<file path="src/rtl/scdt_pkg.sv">
// shared widths, constants, codes and types of the scan count on-delay timer
// no dependencies; every other file of the block imports it
package scdt_pkg;

    localparam int PRESET_W = 23;
    localparam int PERIOD_W = 32;
    localparam int COUNT_W  = 32;
    localparam int END_W    = COUNT_W + 1;

    // serial units: divider takes a 33 bit dividend, multiplier a 33 bit multiplier
    localparam int DIVD_W    = END_W;
    localparam int MULT_W    = END_W;
    localparam int DIV_STEPS = DIVD_W;
    localparam int MUL_STEPS = MULT_W;
    localparam int STEP_W    = $clog2(DIV_STEPS + 1);

    localparam logic [PERIOD_W-1:0] PERIOD_RESET = PERIOD_W'(500000);
    localparam logic [PERIOD_W-1:0] US_PER_MS    = PERIOD_W'(1000);

    localparam int APB_ADDR_W = 3;
    localparam int APB_DATA_W = 32;

    typedef enum logic {
        REG_PRESET = 1'b0,
        REG_PERIOD = 1'b1
    } t_reg_idx;

    typedef enum logic [2:0] {
        ST_IDLE,
        ST_EVAL,
        ST_TICKS,
        ST_MUL,
        ST_CHK,
        ST_DIVMS,
        ST_OUT
    } t_state;

    typedef struct packed {
        logic busy;
        logic done;
    } t_unit_sts;

    // milliseconds to microseconds, modulo 2^33
    function automatic logic [END_W-1:0] ms_to_us(input logic [END_W-1:0] ms);
        return ms * END_W'(US_PER_MS);
    endfunction

endpackage

</file>
<file path="src/rtl/scdt_if.sv">
// valid/ready channel interfaces for input scans and timer results
// depends on scdt_pkg for field widths
interface scdt_in_if;
    import scdt_pkg::*;
    logic               valid;
    logic               ready;
    logic               enable;
    logic [COUNT_W-1:0] scan_count;

    modport source (output valid, output enable, output scan_count, input ready);
    modport sink   (input valid, input enable, input scan_count, output ready);
endinterface

interface scdt_out_if;
    import scdt_pkg::*;
    logic                valid;
    logic                ready;
    logic                done_res;
    logic [PRESET_W-1:0] elapsed_ms;

    modport source (output valid, output done_res, output elapsed_ms, input ready);
    modport sink   (input valid, input done_res, input elapsed_ms, output ready);
endinterface

</file>
<file path="src/rtl/scdt_apb.sv">
// apb register file: preset in ms and scan period in us
// depends on scdt_pkg
module scdt_apb (
    input  logic                             i_clk,
    input  logic                             i_rst_n,
    input  logic                             i_psel,
    input  logic                             i_penable,
    input  logic                             i_pwrite,
    input  logic [scdt_pkg::APB_ADDR_W-1:0]  i_paddr,
    input  logic [scdt_pkg::APB_DATA_W-1:0]  i_pwdata,
    output logic [scdt_pkg::APB_DATA_W-1:0]  o_prdata,
    output logic [scdt_pkg::PRESET_W-1:0]    o_preset,
    output logic [scdt_pkg::PERIOD_W-1:0]    o_period
);
    import scdt_pkg::*;

    logic                w_wr;
    t_reg_idx            w_idx;
    logic [PRESET_W-1:0] r_preset;
    logic [PERIOD_W-1:0] r_period;

    assign w_wr  = i_psel & i_penable & i_pwrite;
    assign w_idx = t_reg_idx'(i_paddr[APB_ADDR_W-1]);

    always_ff @(posedge i_clk) begin
        if (!i_rst_n) begin
            r_preset <= '0;
            r_period <= PERIOD_RESET;
        end else if (w_wr) begin
            unique case (w_idx)
                REG_PRESET: r_preset <= i_pwdata[PRESET_W-1:0];
                REG_PERIOD: r_period <= i_pwdata[PERIOD_W-1:0];
            endcase
        end
    end

    always_comb begin
        unique case (w_idx)
            REG_PRESET: o_prdata = APB_DATA_W'(r_preset);
            REG_PERIOD: o_prdata = APB_DATA_W'(r_period);
        endcase
    end

    assign o_preset = r_preset;
    assign o_period = r_period;

endmodule

</file>
<file path="src/rtl/scdt_mul.sv">
// bit-serial shift-add multiplier, one multiplier bit per cycle
// 33 bit by 32 bit giving a 65 bit product; depends on scdt_pkg
module scdt_mul (
    input  logic                           i_clk,
    input  logic                           i_rst_n,
    input  logic                           i_start,
    input  logic [scdt_pkg::MULT_W-1:0]    i_mult,
    input  logic [scdt_pkg::PERIOD_W-1:0]  i_mcand,
    output logic [scdt_pkg::PERIOD_W-1:0]  o_prod_hi,
    output logic [scdt_pkg::MULT_W-1:0]    o_prod_lo,
    output scdt_pkg::t_unit_sts            o_sts
);
    import scdt_pkg::*;

    logic [PERIOD_W-1:0] r_hi;
    logic [MULT_W-1:0]   r_lo;
    logic [PERIOD_W-1:0] r_mcand;
    logic [STEP_W-1:0]   r_step;
    logic                r_busy;
    logic                r_done;
    logic [PERIOD_W:0]   w_sum;

    // add the multiplicand when the current multiplier bit is set
    assign w_sum = {1'b0, r_hi} + (r_lo[0] ? {1'b0, r_mcand} : '0);

    always_ff @(posedge i_clk) begin
        if (!i_rst_n) begin
            r_busy <= 1'b0;
            r_done <= 1'b0;
            r_step <= '0;
        end else begin
            r_done <= 1'b0;
            if (i_start) begin
                r_busy <= 1'b1;
                r_step <= '0;
            end else if (r_busy) begin
                r_step <= r_step + STEP_W'(1);
                if (r_step == STEP_W'(MUL_STEPS - 1)) begin
                    r_busy <= 1'b0;
                    r_done <= 1'b1;
                end
            end
        end
    end

    always_ff @(posedge i_clk) begin
        if (i_start) begin
            r_hi    <= '0;
            r_lo    <= i_mult;
            r_mcand <= i_mcand;
        end else if (r_busy) begin
            r_hi <= w_sum[PERIOD_W:1];
            r_lo <= {w_sum[0], r_lo[MULT_W-1:1]};
        end
    end

    assign o_prod_hi = r_hi;
    assign o_prod_lo = r_lo;
    assign o_sts     = '{busy: r_busy, done: r_done};

endmodule

</file>
<file path="src/rtl/scdt_div.sv">
// restoring bit-serial divider, one quotient bit per cycle
// 33 bit dividend by 32 bit divisor; depends on scdt_pkg
module scdt_div (
    input  logic                           i_clk,
    input  logic                           i_rst_n,
    input  logic                           i_start,
    input  logic [scdt_pkg::DIVD_W-1:0]    i_dividend,
    input  logic [scdt_pkg::PERIOD_W-1:0]  i_divisor,
    output logic [scdt_pkg::DIVD_W-1:0]    o_quotient,
    output scdt_pkg::t_unit_sts            o_sts
);
    import scdt_pkg::*;

    logic [PERIOD_W-1:0] r_rem;
    logic [DIVD_W-1:0]   r_quo;
    logic [PERIOD_W-1:0] r_dvs;
    logic [STEP_W-1:0]   r_step;
    logic                r_busy;
    logic                r_done;
    logic [PERIOD_W:0]   w_shift;
    logic [PERIOD_W+1:0] w_trial;
    logic                w_ge;

    // partial remainder stays below the divisor, so 32 bits hold it
    assign w_shift = {r_rem, r_quo[DIVD_W-1]};
    assign w_trial = {1'b0, w_shift} - {2'b00, r_dvs};
    assign w_ge    = ~w_trial[PERIOD_W+1];

    always_ff @(posedge i_clk) begin
        if (!i_rst_n) begin
            r_busy <= 1'b0;
            r_done <= 1'b0;
            r_step <= '0;
        end else begin
            r_done <= 1'b0;
            if (i_start) begin
                r_busy <= 1'b1;
                r_step <= '0;
            end else if (r_busy) begin
                r_step <= r_step + STEP_W'(1);
                if (r_step == STEP_W'(DIV_STEPS - 1)) begin
                    r_busy <= 1'b0;
                    r_done <= 1'b1;
                end
            end
        end
    end

    always_ff @(posedge i_clk) begin
        if (i_start) begin
            r_rem <= '0;
            r_quo <= i_dividend;
            r_dvs <= i_divisor;
        end else if (r_busy) begin
            r_rem <= w_ge ? w_trial[PERIOD_W-1:0] : w_shift[PERIOD_W-1:0];
            r_quo <= {r_quo[DIVD_W-2:0], w_ge};
        end
    end

    assign o_quotient = r_quo;
    assign o_sts      = '{busy: r_busy, done: r_done};

endmodule

</file>
<file path="src/rtl/scan_count_on_delay_timer.sv">
// top level of the scan count on-delay timer: sequencer, timer state, result register
// depends on scdt_pkg, scdt_if, scdt_apb, scdt_mul and scdt_div
//
//   channel  dir  beat payload                  handshake
//   i_in     in   enable, scan_count[31:0]      valid/ready
//   o_out    out  done_res, elapsed_ms[22:0]    valid/ready
//   apb      in   preset_ms @0x0, scan_period_us @0x4   psel/penable/pwrite, pready=1
//
// one scan at a time; i_in.ready is high only while the sequencer is idle
// enable low, timer already done or count at the end count: EVAL goes straight to OUT
// rising edge: 33 step divider for preset*1000/period in TICKS
// timing scan: 33 step multiplier, then a 33 step divide by 1000 unless the product clamps
// sync active-low reset clears timer state, config to preset 0 / period 500000
// a result waiting on o_out does not block the next accept; the next one waits in ST_OUT
module scan_count_on_delay_timer (
    input  logic                             i_clk,
    input  logic                             i_rst_n,
    scdt_in_if.sink                          i_in,
    scdt_out_if.source                       o_out,
    input  logic                             psel,
    input  logic                             penable,
    input  logic                             pwrite,
    input  logic [scdt_pkg::APB_ADDR_W-1:0]  paddr,
    input  logic [scdt_pkg::APB_DATA_W-1:0]  pwdata,
    output logic [scdt_pkg::APB_DATA_W-1:0]  prdata,
    output logic                             pready
);
    import scdt_pkg::*;

    // config
    logic [PRESET_W-1:0] w_preset;
    logic [PERIOD_W-1:0] w_period;
    logic [PERIOD_W-1:0] w_per_eff;

    // sequencer
    t_state r_state;
    t_state n_state;
    logic   w_div_start;
    logic   w_mul_start;
    logic   w_load_out;

    // captured scan
    logic               r_en;
    logic [COUNT_W-1:0] r_cnt;

    // timer state
    logic                r_prev_en;
    logic                r_done_flag;
    logic [PRESET_W-1:0] r_elapsed;
    logic [END_W-1:0]    r_end;

    // result register
    logic                r_out_valid;
    logic                r_out_done;
    logic [PRESET_W-1:0] r_out_elapsed;

    // serial units
    logic [DIVD_W-1:0]   w_div_dividend;
    logic [PERIOD_W-1:0] w_div_divisor;
    logic [DIVD_W-1:0]   w_div_quo;
    t_unit_sts           w_div_sts;
    logic [PERIOD_W-1:0] w_prod_hi;
    logic [MULT_W-1:0]   w_prod_lo;
    t_unit_sts           w_mul_sts;

    // compares
    logic             w_cnt_ge_end;
    logic             w_cnt_ge_end_lo;
    logic [END_W-1:0] w_remain;
    logic [END_W-1:0] w_limit;
    logic             w_clamp;

    scdt_apb u_apb (
        .i_clk     (i_clk),
        .i_rst_n   (i_rst_n),
        .i_psel    (psel),
        .i_penable (penable),
        .i_pwrite  (pwrite),
        .i_paddr   (paddr),
        .i_pwdata  (pwdata),
        .o_prdata  (prdata),
        .o_preset  (w_preset),
        .o_period  (w_period)
    );
    assign pready = 1'b1;

    // a zero period counts as one microsecond
    assign w_per_eff = (w_period == '0) ? PERIOD_W'(1) : w_period;

    // divider serves two jobs: scans to run (in EVAL) and product to ms (in CHK)
    assign w_div_dividend = (r_state == ST_EVAL) ? ms_to_us(END_W'(w_preset)) : w_prod_lo;
    assign w_div_divisor  = (r_state == ST_EVAL) ? w_per_eff : US_PER_MS;

    scdt_div u_div (
        .i_clk      (i_clk),
        .i_rst_n    (i_rst_n),
        .i_start    (w_div_start),
        .i_dividend (w_div_dividend),
        .i_divisor  (w_div_divisor),
        .o_quotient (w_div_quo),
        .o_sts      (w_div_sts)
    );

    // remaining scans times period gives remaining time in us
    assign w_remain = r_end - {1'b0, r_cnt};

    scdt_mul u_mul (
        .i_clk     (i_clk),
        .i_rst_n   (i_rst_n),
        .i_start   (w_mul_start),
        .i_mult    (w_remain),
        .i_mcand   (w_per_eff),
        .o_prod_hi (w_prod_hi),
        .o_prod_lo (w_prod_lo),
        .o_sts     (w_mul_sts)
    );

    assign w_cnt_ge_end    = {1'b0, r_cnt} >= r_end;
    assign w_cnt_ge_end_lo = r_cnt >= r_end[COUNT_W-1:0];

    // remaining ms above preset <=> product >= (preset+1)*1000; covers products wider than 33 bits too
    assign w_limit = ms_to_us(END_W'(w_preset) + END_W'(1));
    assign w_clamp = (w_prod_hi != '0) || (w_prod_lo >= w_limit);

    assign i_in.ready = (r_state == ST_IDLE);

    always_ff @(posedge i_clk) begin
        if (!i_rst_n) begin
            r_state <= ST_IDLE;
        end else begin
            r_state <= n_state;
        end
    end

    always_comb begin
        n_state     = r_state;
        w_div_start = 1'b0;
        w_mul_start = 1'b0;
        w_load_out  = 1'b0;
        unique case (r_state)
            ST_IDLE: begin
                if (i_in.valid) begin
                    n_state = ST_EVAL;
                end
            end
            ST_EVAL: begin
                if (!r_en) begin
                    n_state = ST_OUT;
                end else if (!r_prev_en) begin
                    w_div_start = 1'b1;
                    n_state     = ST_TICKS;
                end else if (r_done_flag || w_cnt_ge_end) begin
                    n_state = ST_OUT;
                end else begin
                    w_mul_start = 1'b1;
                    n_state     = ST_MUL;
                end
            end
            ST_TICKS: begin
                if (w_div_sts.done) begin
                    n_state = ST_OUT;
                end
            end
            ST_MUL: begin
                if (w_mul_sts.done) begin
                    n_state = ST_CHK;
                end
            end
            ST_CHK: begin
                if (w_clamp) begin
                    n_state = ST_OUT;
                end else begin
                    w_div_start = 1'b1;
                    n_state     = ST_DIVMS;
                end
            end
            ST_DIVMS: begin
                if (w_div_sts.done) begin
                    n_state = ST_OUT;
                end
            end
            ST_OUT: begin
                // result register free or being emptied this cycle
                if (!r_out_valid || o_out.ready) begin
                    w_load_out = 1'b1;
                    n_state    = ST_IDLE;
                end
            end
            default: begin
                n_state = ST_IDLE;
            end
        endcase
    end

    // capture the scan beat
    always_ff @(posedge i_clk) begin
        if (i_in.valid && i_in.ready) begin
            r_en  <= i_in.enable;
            r_cnt <= i_in.scan_count;
        end
    end

    // timer state updates, one point per sequencer step
    always_ff @(posedge i_clk) begin
        if (!i_rst_n) begin
            r_prev_en   <= 1'b0;
            r_done_flag <= 1'b0;
            r_elapsed   <= '0;
            r_end       <= '0;
        end else begin
            case (r_state)
                ST_EVAL: begin
                    if (!r_en) begin
                        r_done_flag <= 1'b0;
                        r_elapsed   <= '0;
                        r_end       <= '0;
                    end else if (!r_prev_en) begin
                        r_done_flag <= 1'b0;
                        r_elapsed   <= '0;
                    end else if (!r_done_flag && w_cnt_ge_end) begin
                        // count reached or passed end: saturate
                        r_elapsed   <= w_preset;
                        r_done_flag <= 1'b1;
                    end
                end
                ST_TICKS: begin
                    if (w_div_sts.done) begin
                        r_end <= {1'b0, r_cnt} + w_div_quo;
                    end
                end
                ST_CHK: begin
                    if (w_clamp) begin
                        r_elapsed   <= w_preset;
                        r_done_flag <= 1'b1;
                    end
                end
                ST_DIVMS: begin
                    if (w_div_sts.done) begin
                        // quotient is at most preset here, no wrap
                        r_elapsed <= w_preset - w_div_quo[PRESET_W-1:0];
                        // done checks only the low 32 bits of the end count
                        if (w_cnt_ge_end_lo) begin
                            r_done_flag <= 1'b1;
                        end
                    end
                end
                ST_OUT: begin
                    if (w_load_out) begin
                        r_prev_en <= r_en;
                    end
                end
                default: begin
                end
            endcase
        end
    end

    // result register
    always_ff @(posedge i_clk) begin
        if (!i_rst_n) begin
            r_out_valid <= 1'b0;
        end else if (w_load_out) begin
            r_out_valid <= 1'b1;
        end else if (o_out.ready) begin
            r_out_valid <= 1'b0;
        end
    end

    always_ff @(posedge i_clk) begin
        if (w_load_out) begin
            r_out_done    <= r_done_flag;
            r_out_elapsed <= r_elapsed;
        end
    end

    assign o_out.valid      = r_out_valid;
    assign o_out.done_res   = r_out_done;
    assign o_out.elapsed_ms = r_out_elapsed;

endmodule

</file>
<file path="src/flat_wrapper.sv">
// flat-port wrapper written by rule: the top's interface ports become plain ports
module scan_count_on_delay_timer_flat import scdt_pkg::*;
  (i_clk, i_rst_n, psel, penable, pwrite, paddr, pwdata, prdata, pready, i_in_valid, i_in_enable, i_in_scan_count, i_in_ready, o_out_valid, o_out_done_res, o_out_elapsed_ms, o_out_ready);
  scdt_in_if i_in_i ();
  scdt_out_if o_out_i ();
  input  logic i_clk;
  input  logic i_rst_n;
  input  logic psel;
  input  logic penable;
  input  logic pwrite;
  input  logic [scdt_pkg::APB_ADDR_W-1:0] paddr;
  input  logic [scdt_pkg::APB_DATA_W-1:0] pwdata;
  output logic [scdt_pkg::APB_DATA_W-1:0] prdata;
  output logic pready;
  input wire logic [$bits(i_in_i.valid)-1:0] i_in_valid;
  input wire logic [$bits(i_in_i.enable)-1:0] i_in_enable;
  input wire logic [$bits(i_in_i.scan_count)-1:0] i_in_scan_count;
  output wire logic [$bits(i_in_i.ready)-1:0] i_in_ready;
  output wire logic [$bits(o_out_i.valid)-1:0] o_out_valid;
  output wire logic [$bits(o_out_i.done_res)-1:0] o_out_done_res;
  output wire logic [$bits(o_out_i.elapsed_ms)-1:0] o_out_elapsed_ms;
  input wire logic [$bits(o_out_i.ready)-1:0] o_out_ready;
  assign i_in_i.valid = i_in_valid;
  assign i_in_i.enable = i_in_enable;
  assign i_in_i.scan_count = i_in_scan_count;
  assign i_in_ready = i_in_i.ready;
  assign o_out_valid = o_out_i.valid;
  assign o_out_done_res = o_out_i.done_res;
  assign o_out_elapsed_ms = o_out_i.elapsed_ms;
  assign o_out_i.ready = o_out_ready;
  scan_count_on_delay_timer u_core (.i_clk(i_clk), .i_rst_n(i_rst_n), .i_in(i_in_i), .o_out(o_out_i), .psel(psel), .penable(penable), .pwrite(pwrite), .paddr(paddr), .pwdata(pwdata), .prdata(prdata), .pready(pready));
endmodule
</file>
<file path="config.mk">
export PLATFORM = sky130hd
export DESIGN_NAME = scan_count_on_delay_timer_flat
export DESIGN_NICKNAME = d
export VERILOG_FILES = /design/src/rtl/scdt_pkg.sv /design/src/rtl/scdt_if.sv /design/src/rtl/scdt_apb.sv /design/src/rtl/scdt_mul.sv /design/src/rtl/scdt_div.sv /design/src/rtl/scan_count_on_delay_timer.sv /design/src/flat_wrapper.sv
export SDC_FILE = /design/constraint.sdc
export NUM_CORES = 2
export LEC_CHECK = 0
export BUFFER_PORTS_ARGS = -buffer_cell sky130_fd_sc_hd__buf_4
export CAP_MARGIN = 20
export CORE_AREA = 2 2 260 262
export CTS_CLUSTER_DIAMETER = 40
export DETAILED_ROUTE_END_ITERATION = 10
export DIE_AREA = 0 0 262 264
export PLACE_DENSITY_LB_ADDON = 0.15
export SLEW_MARGIN = 10
export SYNTH_ARGS = -nofsm -noshare
export SYNTH_HDL_FRONTEND = slang
export SYNTH_SLANG_ARGS = --single-unit
export TNS_END_PERCENT = 50
</file>
<file path="constraint.sdc">
create_clock -name i_clk -period 9.4 [get_ports i_clk]
set_input_delay 0.94 -clock i_clk [delete_from_list [all_inputs] [get_ports i_clk]]
set_output_delay 0.94 -clock i_clk [all_outputs]
set_load 0.03 [all_outputs]
</file>
==> results_dict.tcl <==
set metrics [dict create \
    pin_count 134 \
    worst-path-buf-inv 8 \
    row_count 95 \
    dpl.hpwl_um 70150 \
    fmax_mhz 115.6 \
    synth.most_common_cell "nand2_1" \
    first_global_vias 24582 \
    setup_slack_ps 751.6 \
    drive_gt1_frac 0.1106 \
    antenna_found_initial 1 \
    drc 0 \
    synthTopCellsByCount "368 x nand2_1, 343 x ha_1, 310 x inv_1, 217 x nor2_1, 208 x a21oi_1" \
    syn_nets 4040 \
    syn_to_final_growth_pct 15.62 \
    cts_buffer_depth 3 \
    end_kind "flop" \
    crit_top_cell "inv_1" \
    antenna_cells 0 \
    combPwrFrac 0.350 \
    synthCells 3464 \
    leakagePower_nw 16.25 \
    fin_tns_setup_ps 0 \
    arrival_ps 9010 \
    ys_ff_latch 384 \
    hold_violations 0 \
    power.switching_mw 2.919 \
    routed_wl_um 91010 \
    clock_skew_ps 27.58 \
    pwr-share-clk 0.363 \
    core-area_um2 66560 \
    wl_per_cell_um 20.02 \
    die_height_um 264 \
    worst_pin_slew_ps 1151 \
    die_width_um 262 \
    drv_slew 0 \
    drt_iter0_drc 1696 \
    slowest_stage "nor4_1" \
    portBuffers 130 \
    htree_levels 3 \
    async_flop_share 0 \
    nFillCells 6205 \
    synth-warning-count 0 \
    ctsHoldBuffers 0 \
    finalCritPeriodShare 0.9200 \
    synthFlopType "dfxtp_1" \
    cp-start-kind "flop" \
    clk_pin_slew_ps 50 \
    drv_cap 0 \
    cpPeakStageDelay_ps 700 \
    clock_sinks 384 \
    status "finished, final reports clean" \
    syn_area_um2 31550 \
    switching_share 0.3709 \
    grt_max_degree 73 \
    avgViaCountPerCell 5.608 \
    p_int_mw 4.950 \
    maxSlewHeadroom 0.2272 \
    post_synth.cell_area_avg_um2 9.107 \
    cp.required_ps 9760 \
    fin_nets 4183 \
    synth_area_leaders "edfxtp_1 18%, ha_1 14%, dfxtp_1 13%, fa_1 10%, nand2_1 4.4%" \
    gr-total-overflow 0 \
    vias 25488 \
    grt_pass1_wl_um 141100 \
    cts_tree "yes" \
    start_util 0.4739 \
    seq_area_frac_synth 0.3030 \
    cts_made_buffers 77 \
    antenna_left 0 \
    dr.pass1.iters 6 \
    clk_latency_ps 630 \
    cts_root_buf "clkbuf_16" \
    ys_types 79 \
    grtUsageTotal 0.2648 \
    pwr-share-seq 0.287 \
    dieArea_um2 69170 \
    place_congestion 0.9277 \
    synth_edf_count 187 \
    grt_setup_unrepaired "no" \
    cp_max_fo 12 \
    power_density_nw_per_um2 215.7 \
    netlist.area_leader.share 0.1780 \
    setup_viol 0 \
    min_period_ps 8648 \
    pre_cts_slack_ps 446.8 \
    yosysTopAreaCell "edfxtp_1" \
    path_class "flop to flop" \
    cp_top_family "adder cells" \
    hold_path_class "flop to flop" \
    ir_worst_vdd_mv 0.1447 \
    r2r_slack_ps 750 \
]
[worst reg2reg max path, delay by kind of cell (launching register included)]
family          cells  cell delay, ps
xor+xnor            2             600
fa+ha+maj           7            2740
buf+inv             8             970
compound gates      7            1610
flops               1             450
simple gates        6            2040
[logic make-up after synthesis]
group / Yosys count / synth area share
multiplexers: 57 / 0.01888
AND/OR/NAND/NOR: 1010 / 0.1515
XOR/XNOR: 227 / 0.06302
AO/OA/AOI/OAI: 824 / 0.1701
adder cells (fa/ha/maj): 508 / 0.2385
buffers and inverters: 453 / 0.05485
other: 1 / 0.0001189
flip-flops: 384 / 0.3030
[layout by cell type (no fill, tap or decap), drive strengths merged, types with 20 or more instances in the layout]
cell type and instances:
fa 158, o211ai 22, mux2 20, dfxtp 197, buf 205, clkbuf 89
xor2 91, and3 25, nand3 73, a21o 98, a211oi 36, xnor2 136
a21oi 209, a21boi 59, nand4 35, nor4 24, nor3 37, o21ai 161
and2 84, edfxtp 187, o31ai 27, mux2i 37, nor2b 45, a31oi 43
inv 337, o21a 31, nand2b 38, o21bai 29, ha 343, nor2 217
a311oi 29, nand2 368
[layout make-up]
type | instances | area [um^2] | area share
inverter | 312 | 1171 | 0.03211
timing repair buffer | 205 | 1602 | 0.04391
tap | 873 | 1092 | 0.02995
multi-input combinational | 2627 | 20340 | 0.5575
sequential | 384 | 9562 | 0.2621
clock inverter | 55 | 648.1 | 0.01777
clock buffer | 89 | 2066 | 0.05663
[registers in the layout, indices dropped and copies added, names as in the netlist, 32 cells and up]
register,count
u_core.u_div.r_rem,32
u_core.r_end,33
u_core.u_apb.o_period,32
u_core.r_cnt,32
u_core.u_div.o_quotient,33
u_core.u_mul.o_prod_lo,33
u_core.u_mul.r_mcand,32
u_core.u_mul.o_prod_hi,32
u_core.u_div.r_dvs,32
[metrics by stage]
step	utilization	power, mW	cell area (um^2)	hold slack [ps]	instances
floorplan	-	4.247	31550	399.5	3464
global placement	0.5062	4.998	33690	419.5	4400
detailed placement	0.5062	5.016	33690	410.1	4400
CTS	0.5470	7.909	36410	415.3	4544
global route	0.5480	8.346	36480	421.4	4545
finish	0.5480	7.869	36480	414.2	4545
[repair_timing]
item                                    4_1_cts  5_1_grt
endpoints found under the setup margin        0       66
resized for setup                             0        8
setup buffers                                 0        0
[final timing paths]
check	start	cells after the start	end
hold / removal	u_core.r_elapsed[3]	0	u_core.o_out.elapsed_ms[3]
setup / recovery	u_core.u_apb.o_preset[1]	30	u_core.u_div.o_quotient[22]
hold reg to reg	u_core.r_elapsed[3]	0	u_core.o_out.elapsed_ms[3]
setup reg to reg	u_core.u_apb.o_preset[1]	30	u_core.u_div.o_quotient[22]
[power groups by stage]
stage	clock network [mW]	logic, mW	registers, mW
after global routing	2.98	3.09	2.28
final	2.86	2.75	2.26
after detailed placement	0	2.73	2.29
after CTS	2.90	2.75	2.26
after global placement	0	2.71	2.29
after floorplan	0	2.05	2.20
[layer usage]
metal / track usage / up-vias / wire [um]
li1: - / 12411 / -
met1: 0.3499 / 12250 / 39660
met2: 0.4343 / 665 / 42470
met3: 0.04433 / 162 / 5364
met4: 0.09727 / 0 / 3516
met5: 0 / - / 0
Note: power is estimated with default switching activity, not from simulation.
